**src/rtl/ctts_pkg.sv**
```systemverilog
package ctts_pkg;

  localparam int SLOT_COUNT_DEF = 16;
  localparam int RESULT_LIMIT   = 16;
  localparam int CNT_W          = $clog2(RESULT_LIMIT + 1);

  typedef enum logic [1:0] {
    MODE_ADD      = 2'd0,
    MODE_DELETE   = 2'd1,
    MODE_TICK     = 2'd2,
    MODE_DISPATCH = 2'd3
  } mode_t;

  typedef struct packed {
    logic [7:0]  handle;
    logic [15:0] delay;
    logic [15:0] period;
    logic [7:0]  pend;
  } slot_entry_t;

  // Commands from the controller to the datapath.
  typedef struct packed {
    logic add_wr;      // write an add transaction straight from the input fields
    logic load;        // latch the handle of a delete transaction
    logic rd;          // read the slot memory at addr
    logic wr_tick;     // write back the ticked entry
    logic wr_clear;    // write back the entry with its handle cleared
    logic disp_take;   // consume one run, push the held result, hold this one
    logic push_final;  // push the held result as the last of the pass
  } cmd_t;

  // Status from the datapath to the controller.
  typedef struct packed {
    logic due;
    logic del_hit;
    logic os_hit;
    logic one_shot;
    logic out_free;
    logic held_valid;
  } sts_t;

endpackage

```
**src/rtl/cooperative_tick_task_scheduler.sv**
```systemverilog
// Tick-driven cooperative task scheduler over SLOT_COUNT priority slots held in a
// single-port slot memory; each slot visit is a read state, then an evaluate/write state.
// An add transaction is written straight from the input fields. A delete visits the
// slots in turn up to the first match; a tick visits every slot. A dispatch visits the
// slots in turn until the last slot or RESULT_LIMIT results; for each one-shot task
// dispatched from slot k it searches slots 0 up to k to remove it, releases the last
// result when there is one, and waits while the output is stalled. Each dispatched
// task gives one result transaction on the output; last marks the final one of the
// pass. The input is stalled until the current transaction has finished its sweep.
module cooperative_tick_task_scheduler
  import ctts_pkg::*;
#(
  parameter int SLOT_COUNT = SLOT_COUNT_DEF
) (
  input  logic        clk,
  input  logic        rst,
  input  logic        in_valid,
  output logic        in_stall,
  input  logic [1:0]  mode,
  input  logic [3:0]  slot,
  input  logic [7:0]  task_handle,
  input  logic [15:0] start_delay,
  input  logic [15:0] repeat_period,
  output logic        out_valid,
  input  logic        out_stall,
  output logic [3:0]  run_slot,
  output logic [7:0]  run_handle,
  output logic        last
);

  localparam int AW = (SLOT_COUNT > 1) ? $clog2(SLOT_COUNT) : 1;

  cmd_t          cmd;
  sts_t          sts;
  logic [AW-1:0] addr;

  ctts_ctrl #(
    .SLOT_COUNT(SLOT_COUNT)
  ) u_ctrl (
    .clk     (clk),
    .rst     (rst),
    .in_valid(in_valid),
    .in_stall(in_stall),
    .mode    (mode),
    .sts     (sts),
    .cmd     (cmd),
    .addr    (addr)
  );

  ctts_dp #(
    .SLOT_COUNT(SLOT_COUNT)
  ) u_dp (
    .clk          (clk),
    .rst          (rst),
    .cmd          (cmd),
    .addr         (addr),
    .slot         (slot),
    .task_handle  (task_handle),
    .start_delay  (start_delay),
    .repeat_period(repeat_period),
    .sts          (sts),
    .out_valid    (out_valid),
    .out_stall    (out_stall),
    .run_slot     (run_slot),
    .run_handle   (run_handle),
    .last         (last)
  );

`ifndef NO_ASSERTIONS
  a_idle_nothing_held: assert property (@(posedge clk) disable iff (rst)
    !in_stall |-> !sts.held_valid)
    else $error("input accepted while a dispatch result is still held");

  a_no_output_overrun: assert property (@(posedge clk) disable iff (rst)
    (cmd.disp_take && sts.held_valid) |-> sts.out_free)
    else $error("held result pushed over an untaken output transaction");

  a_final_push_ok: assert property (@(posedge clk) disable iff (rst)
    cmd.push_final |-> (sts.held_valid && sts.out_free))
    else $error("final push without a held result or free output");

  a_take_only_due: assert property (@(posedge clk) disable iff (rst)
    cmd.disp_take |-> sts.due)
    else $error("run consumed from a slot with no pending run");
`endif

endmodule

```
**src/rtl/ctts_dp.sv**
```systemverilog
module ctts_dp
  import ctts_pkg::*;
#(
  parameter int SLOT_COUNT = SLOT_COUNT_DEF,
  localparam int AW = (SLOT_COUNT > 1) ? $clog2(SLOT_COUNT) : 1
) (
  input  logic          clk,
  input  logic          rst,
  input  cmd_t          cmd,
  input  logic [AW-1:0] addr,
  input  logic [3:0]    slot,
  input  logic [7:0]    task_handle,
  input  logic [15:0]   start_delay,
  input  logic [15:0]   repeat_period,
  output sts_t          sts,
  output logic          out_valid,
  input  logic          out_stall,
  output logic [3:0]    run_slot,
  output logic [7:0]    run_handle,
  output logic          last
);

  slot_entry_t             mem [SLOT_COUNT];
  logic [SLOT_COUNT-1:0]   vld;
  slot_entry_t             rd_q;
  logic                    rd_vld;
  logic [AW-1:0]           rd_addr;
  slot_entry_t             cur;
  logic [7:0]              cmd_handle;
  logic                    held_valid;
  logic [3:0]              held_slot;
  logic [7:0]              held_handle;
  logic                    add_ok;
  logic                    wr_en;
  logic [AW-1:0]           wr_addr;
  slot_entry_t             wr_data;
  logic                    out_free;
  logic                    push;

  // A slot never written reads as the empty reset entry.
  assign cur = rd_vld ? rd_q : '0;

  assign add_ok   = cmd.add_wr && (task_handle != 8'd0) && (int'(slot) < SLOT_COUNT);
  assign out_free = !out_valid || !out_stall;
  assign push     = (cmd.disp_take && held_valid) || cmd.push_final;

  always_comb begin
    wr_en   = 1'b0;
    wr_addr = rd_addr;
    wr_data = cur;
    priority if (add_ok) begin
      wr_en          = 1'b1;
      wr_addr        = AW'(slot);
      wr_data.handle = task_handle;
      wr_data.delay  = start_delay;
      wr_data.period = repeat_period;
      wr_data.pend   = 8'd0;
    end else if (cmd.wr_tick && (cur.handle != 8'd0)) begin
      wr_en = 1'b1;
      if (cur.delay != 16'd0) begin
        wr_data.delay = cur.delay - 16'd1;
      end else begin
        if (cur.pend != 8'hFF) begin
          wr_data.pend = cur.pend + 8'd1;
        end
        if (cur.period != 16'd0) begin
          wr_data.delay = cur.period - 16'd1;
        end
      end
    end else if (cmd.wr_clear) begin
      wr_en          = 1'b1;
      wr_data.handle = 8'd0;
    end else if (cmd.disp_take) begin
      wr_en        = 1'b1;
      wr_data.pend = cur.pend - 8'd1;
    end else begin
      wr_en = 1'b0;
    end
  end

  always_ff @(posedge clk) begin
    if (cmd.rd) begin
      rd_q    <= mem[addr];
      rd_addr <= addr;
    end
    if (wr_en) begin
      mem[wr_addr] <= wr_data;
    end
  end

  always_ff @(posedge clk) begin
    if (rst) begin
      vld    <= '0;
      rd_vld <= 1'b0;
    end else begin
      if (cmd.rd) begin
        rd_vld <= vld[addr];
      end
      if (wr_en) begin
        vld[wr_addr] <= 1'b1;
      end
    end
  end

  always_ff @(posedge clk) begin
    if (cmd.load) begin
      cmd_handle <= task_handle;
    end
    if (cmd.disp_take) begin
      held_slot   <= 4'(rd_addr);
      held_handle <= cur.handle;
    end
    if (push) begin
      run_slot   <= held_slot;
      run_handle <= held_handle;
      last       <= cmd.push_final;
    end
  end

  always_ff @(posedge clk) begin
    if (rst) begin
      held_valid <= 1'b0;
      out_valid  <= 1'b0;
    end else begin
      if (cmd.disp_take) begin
        held_valid <= 1'b1;
      end else if (cmd.push_final) begin
        held_valid <= 1'b0;
      end
      if (push) begin
        out_valid <= 1'b1;
      end else if (!out_stall) begin
        out_valid <= 1'b0;
      end
    end
  end

  assign sts.due        = (cur.handle != 8'd0) && (cur.pend != 8'd0);
  assign sts.del_hit    = (cur.handle != 8'd0) && (cur.handle == cmd_handle);
  assign sts.os_hit     = (cur.handle == held_handle);
  assign sts.one_shot   = (cur.period == 16'd0);
  assign sts.out_free   = out_free;
  assign sts.held_valid = held_valid;

endmodule

```
**src/rtl/ctts_ctrl.sv**
```systemverilog
module ctts_ctrl
  import ctts_pkg::*;
#(
  parameter int SLOT_COUNT = SLOT_COUNT_DEF,
  localparam int AW = (SLOT_COUNT > 1) ? $clog2(SLOT_COUNT) : 1
) (
  input  logic          clk,
  input  logic          rst,
  input  logic          in_valid,
  output logic          in_stall,
  input  logic [1:0]    mode,
  input  sts_t          sts,
  output cmd_t          cmd,
  output logic [AW-1:0] addr
);

  typedef enum logic [5:0] {
    S_IDLE    = 6'b000001,
    S_READ    = 6'b000010,
    S_EVAL    = 6'b000100,
    S_OS_READ = 6'b001000,
    S_OS_EVAL = 6'b010000,
    S_FLUSH   = 6'b100000
  } state_t;

  state_t           state, state_next;
  mode_t            op, op_next;
  logic [AW-1:0]    k, k_next;
  logic [AW-1:0]    j, j_next;
  logic [CNT_W-1:0] n, n_next;
  logic             k_last;
  logic             n_full;

  assign in_stall = (state != S_IDLE);
  assign k_last   = (k == AW'(SLOT_COUNT - 1));
  assign n_full   = (n == CNT_W'(RESULT_LIMIT));

  always_comb begin
    state_next = state;
    op_next    = op;
    k_next     = k;
    j_next     = j;
    n_next     = n;
    cmd        = '0;
    addr       = k;
    unique case (state)
      S_IDLE: begin
        if (in_valid) begin
          unique case (mode_t'(mode))
            MODE_ADD: begin
              cmd.add_wr = 1'b1;
            end
            default: begin
              cmd.load   = 1'b1;
              op_next    = mode_t'(mode);
              k_next     = '0;
              n_next     = '0;
              state_next = S_READ;
            end
          endcase
        end
      end
      S_READ: begin
        cmd.rd     = 1'b1;
        state_next = S_EVAL;
      end
      S_EVAL: begin
        unique case (op)
          MODE_TICK: begin
            cmd.wr_tick = 1'b1;
            if (k_last) begin
              state_next = S_IDLE;
            end else begin
              k_next     = k + AW'(1);
              state_next = S_READ;
            end
          end
          MODE_DELETE: begin
            if (sts.del_hit) begin
              cmd.wr_clear = 1'b1;
              state_next   = S_IDLE;
            end else if (k_last) begin
              state_next = S_IDLE;
            end else begin
              k_next     = k + AW'(1);
              state_next = S_READ;
            end
          end
          MODE_DISPATCH: begin
            if (sts.due) begin
              // The previous result leaves only once the output register is free.
              if (!sts.held_valid || sts.out_free) begin
                cmd.disp_take = 1'b1;
                n_next        = n + CNT_W'(1);
                if (sts.one_shot) begin
                  j_next     = '0;
                  state_next = S_OS_READ;
                end else if (k_last || (n_next == CNT_W'(RESULT_LIMIT))) begin
                  state_next = S_FLUSH;
                end else begin
                  k_next     = k + AW'(1);
                  state_next = S_READ;
                end
              end
            end else if (k_last) begin
              state_next = sts.held_valid ? S_FLUSH : S_IDLE;
            end else begin
              k_next     = k + AW'(1);
              state_next = S_READ;
            end
          end
          default: begin
            state_next = S_IDLE;
          end
        endcase
      end
      S_OS_READ: begin
        addr       = j;
        cmd.rd     = 1'b1;
        state_next = S_OS_EVAL;
      end
      S_OS_EVAL: begin
        // The dispatched slot itself holds the handle, so the search ends by slot k.
        if (sts.os_hit || (j == k)) begin
          cmd.wr_clear = sts.os_hit;
          if (k_last || n_full) begin
            state_next = S_FLUSH;
          end else begin
            k_next     = k + AW'(1);
            state_next = S_READ;
          end
        end else begin
          j_next     = j + AW'(1);
          state_next = S_OS_READ;
        end
      end
      S_FLUSH: begin
        if (sts.out_free) begin
          cmd.push_final = 1'b1;
          state_next     = S_IDLE;
        end
      end
      default: begin
        state_next = S_IDLE;
      end
    endcase
  end

  always_ff @(posedge clk) begin
    if (rst) begin
      state <= S_IDLE;
      op    <= MODE_ADD;
      k     <= '0;
      j     <= '0;
      n     <= '0;
    end else begin
      state <= state_next;
      op    <= op_next;
      k     <= k_next;
      j     <= j_next;
      n     <= n_next;
    end
  end

endmodule

```
**config.mk**
```make
export PLATFORM = sky130hd
export DESIGN_NAME = cooperative_tick_task_scheduler
export DESIGN_NICKNAME = d
export VERILOG_FILES = /design/src/rtl/ctts_pkg.sv /design/src/rtl/cooperative_tick_task_scheduler.sv /design/src/rtl/ctts_dp.sv /design/src/rtl/ctts_ctrl.sv
export SDC_FILE = /design/constraint.sdc
export NUM_CORES = 1
export LEC_CHECK = 0
export ABC_AREA = 1
export BUFFER_PORTS_ARGS = -buffer_cell sky130_fd_sc_hd__buf_2
export CORE_UTILIZATION = 40
export CTS_CLUSTER_SIZE = 24
export DETAILED_ROUTE_END_ITERATION = 6
export GPL_ROUTABILITY_DRIVEN = 0
export GPL_TIMING_DRIVEN = 0
export PLACE_DENSITY_LB_ADDON = 0.1
export SLEW_MARGIN = 25
export SYNTH_ARGS = -nofsm -noshare
export SYNTH_HDL_FRONTEND = slang
export SYNTH_SLANG_ARGS = --single-unit
```
**constraint.sdc**
```tcl
create_clock -name clk -period 7.15 [get_ports clk]
set_input_delay 0.715 -clock clk [delete_from_list [all_inputs] [get_ports clk]]
set_output_delay 0.715 -clock clk [all_outputs]
set_load 0.03 [all_outputs]
```
==> flow_metrics.py <==
metrics = {
    "worst_setup_path": {
        "slowest_stage": "nor3b_2",
        "reg2reg_depth": 22,
        "cpMostUsedCell": "buf_6",
        "max_stage_delay_ps": 600,
        "timing.critical_path.buf_inv": 12,
        "crit_path_cell_trace": "buf_6 > buf_6 > buf_6 > buf_4 > nand2_1 > ha_1 > inv_1 > nor2_1 > nand2_2 > nand2_4 > nor2_4 > inv_2 > nor2_4 > nor2_2 > nand2_2 > nor3b_2 > buf_6 > buf_6 > buf_6 > buf_4 > buf_4 > buf_4",
        "endpoint_kind": "flop",
        "worstPathArrival_ps": 5360,
        "startpoint_type": "flop",
        "rrSetupSlack_ps": 2170,
        "r2r-start": "u_dp.rd_vld",
        "crit_fanout": 16,
        "cp.required_ps": 7530,
        "path_delay_family": "buffers and inverters",
        "r2r-end": "u_dp.mem[2][34]",
        "crit_type": "flop to flop",
    },
    "cells_and_area": {
        "multi_input_comb_area_um2": 10100,
        "drive_gt1_share_pct": 14.6,
        "n_antenna_cell": 0,
        "utilization_pct": 47.4,
        "seqCellArea_um2": 26400,
        "final_nets": 3568,
        "area_growth_pct": 17.4,
        "filler_cell_count": 8602,
    },
    "detailed_routing": {
        "drtPass1Iterations": 6,
        "vias_per_cell": 5.82,
        "drc": 0,
        "wire_per_inst_um": 29.7,
        "vias": 28300,
        "drt-total-wl_mm": 144,
        "ant_nets": 0,
        "drt-initial-drc-count": 3874,
    },
    "sta": {
        "slew_headroom_pct": 18.7,
        "whs_ps": 205,
        "postLayoutSetupSlackWorst_ps": 2170,
        "maxSlewViolCount": 0,
        "finalCritPeriodShare_pct": 69.6,
        "setup_tns_ps": 0,
        "hold_viol": 0,
        "max_freq_ghz": 0.201,
        "fin_crit_ps": 4980,
        "fin_skew_ps": 37.3,
        "setup_violations": 0,
        "rsz0062_at_grt": "no",
        "worstMarginPinSlew_ps": 1220,
    },
    "global_routing": {
        "track_usage_pct": 29.4,
        "grt_pass1_wl_mm": 201,
        "grt_max_degree": 34,
        "grt_pass1_vias": 26800,
        "grt-ovfl-total": 0,
        "antenna_found_initial": 3,
    },
    "flow_run": {
        "drv_cap": 0,
    },
    "clock_network": {
        "cts_sinks": 893,
        "root_buffer": "clkbuf_16",
        "clk_pin_slew_ps": 60,
        "cts_setup_buffers": 0,
        "clkLatencyLatePin_ps": 700,
        "cts_resized": 0,
        "hold_buffers": 0,
        "cts_buffers": 99,
        "clockBufferDepth": 3,
        "cts_tree": "done",
        "cts_max_level": 3,
    },
    "synth": {
        "ys_top_cells_by_count": "853 x edfxtp_1, 467 x o21ai_0, 376 x nand2_1",
        "synth.ff_latch_count": 893,
        "synth.top_cell.area_share_pct": 66.8,
        "synth-xor-area-share_pct": 0.594,
        "synth_compound_area_share_pct": 13.1,
        "synth.cell_area_um2": 38400,
        "yosys-mux-area-fraction_pct": 0,
        "synth.yosys.seq_area_share_pct": 68.9,
        "ys_warn_count": 0,
        "synth_nets": 3335,
        "yosys.area_share.adder_pct": 0.261,
        "synth_flop_cell": "edfxtp_1",
        "ys_async_sr_fraction_pct": 0,
        "synthSimpleGateAreaFrac_pct": 11.9,
        "postSynthCellCount": 3277,
        "synth_area_leaders": "edfxtp_1 67%, o21ai_0 6.1%, o211ai_1 4.3%",
        "synth-edff-count": 853,
        "yosysMostFrequentCell": "edfxtp_1",
        "avgSynthCellArea_um2": 11.7,
        "synth.distinct_cells": 51,
        "synth_top_family_by_area": "compound AO/OA/AOI/OAI gates",
        "synth_top_area_cell": "edfxtp_1",
    },
    "hold_path": {
        "hp-start": "task_handle[6]",
        "hold_class": "primary input to flop",
        "holdPathStages": 1,
        "min_to": "u_dp.cmd_handle[6]",
    },
    "floorplanning": {
        "io_pins": 65,
        "row_count": 113,
        "die_x_um": 312,
        "core_area_um2": 95000,
        "initial_utilization_pct": 40.4,
        "die_area_um2": 97100,
        "die_h_um": 312,
    },
    "power_and_ir_drop": {
        "power.density_nw_per_um2": 339,
        "peakVddDrop_mv": 0.202,
        "power_w": 0.0153,
        "p_leak_nw": 16.2,
    },
    "placed_design": {
        "place_ws_ps": 2200,
        "io_buffers": 64,
        "hpwl_mm": 99.6,
    },
    "run_status": {
        "outcome": "finished, final reports clean",
    },
}
==> final cells by class <==
class	instances	area share [%]
buffer	185	2.09
clock buffer	116	5.69
clock inverter	67	1.66
inverter	288	2.43
multi-input combinational	1911	22.5
sequential	893	58.7
tap	1265	3.51
timing repair buffer	132	3.46
==> kinds of logic (layout without fill, tap and decap cells) <==
family / after synthesis / after routing
and+or+nand+nor: 1020 / 1020
DFF: 893 / 893
AOI/OAI and AO/OA: 857 / 857
buffers and inverters: 473 / 788
xor gates and xnor gates: 26 / 26
adders and majority gates: 8 / 8
==> cell usage in the layout (no fill, tap or decap), drive strengths merged, types with 2 or more instances in the layout <==
cell type  instances
clkinv            51
nand3            199
buf              220
nor2             361
or2                7
nand2            414
nand3b             7
nor3b              2
edfxtp           853
xnor2              7
bufinv            14
o21bai            47
o21ai            533
xor2              19
a21oi             51
clkbuf           213
dfxtp             40
inv              289
nand4             17
ha                 8
o211ai           220
nor3              13
==> report_power, final <==
| group | switching (W) | internal [W] |
|---|---|---|
| Clock | 0.00218 | 0.00308 |
| Combinational | 0.00292 | 0.00100 |
| Sequential | 0.0000616 | 0.00602 |
==> registers in the layout, summed over array words and instances (netlist names), 2 cells and up <==
| name | count |
|---|---|
| u_dp.rd_q | 48 |
| u_ctrl.j | 4 |
| u_dp.run_handle | 8 |
| u_dp.mem | 768 |
| u_ctrl.op | 2 |
| u_dp.held_handle | 8 |
| u_dp.rd_addr | 4 |
| u_ctrl.k | 4 |
| u_ctrl.state | 6 |
| u_ctrl.n | 5 |
| u_dp.held_slot | 4 |
| u_dp.vld | 16 |
| u_dp.run_slot | 4 |
| u_dp.cmd_handle | 8 |
==> per-stage QoR <==
stage               cell area (um^2)  instances
floorplan                      38400       3277
global placement               40300       4606
detailed placement             41700       4674
CTS                            45000       4857
global route                   45000       4857
finish                         45000       4857
==> how the worst max path moves through the flow <==
stage	start	endpoint	slack, ps	depth (start not counted)
after floorplan	u_dp.rd_vld	u_dp.mem[2][0]	1030	16
after global placement	u_dp.rd_vld	u_dp.mem[2][23]	-4580	16
after detailed placement	u_dp.rd_vld	u_dp.mem[2][31]	2200	22
after CTS	u_dp.rd_vld	u_dp.mem[2][32]	2180	22
after global routing	u_dp.rd_vld	u_dp.mem[2][32]	2030	22
final	u_dp.rd_vld	u_dp.mem[2][34]	2170	22
==> worst register-to-register path, cell delays in order (launching register included) <==
cell and delay (ps):
dfxtp_1 320, buf_6 160, buf_6 200, buf_6 240, buf_4 300, nand2_1 160, ha_1 230, inv_1 90
nor2_1 80, nand2_2 130, nand2_4 100, nor2_4 160, inv_2 70, nor2_4 460, nor2_2 80, nand2_2 170
nor3b_2 610, buf_6 230, buf_6 160, buf_6 150, buf_4 180, buf_4 200, buf_4 200
==> layer usage <==
metal / track usage (%) / wire length [um] / part of all wire (%)
met5: 0 / 0 / 0
met4: 14.1 / 7250 / 5.0
met3: 5.20 / 13700 / 9.5
met2: 45.4 / 64600 / 45
met1: 40.3 / 58700 / 41
No activity file was read; power rests on OpenSTA's default activity.
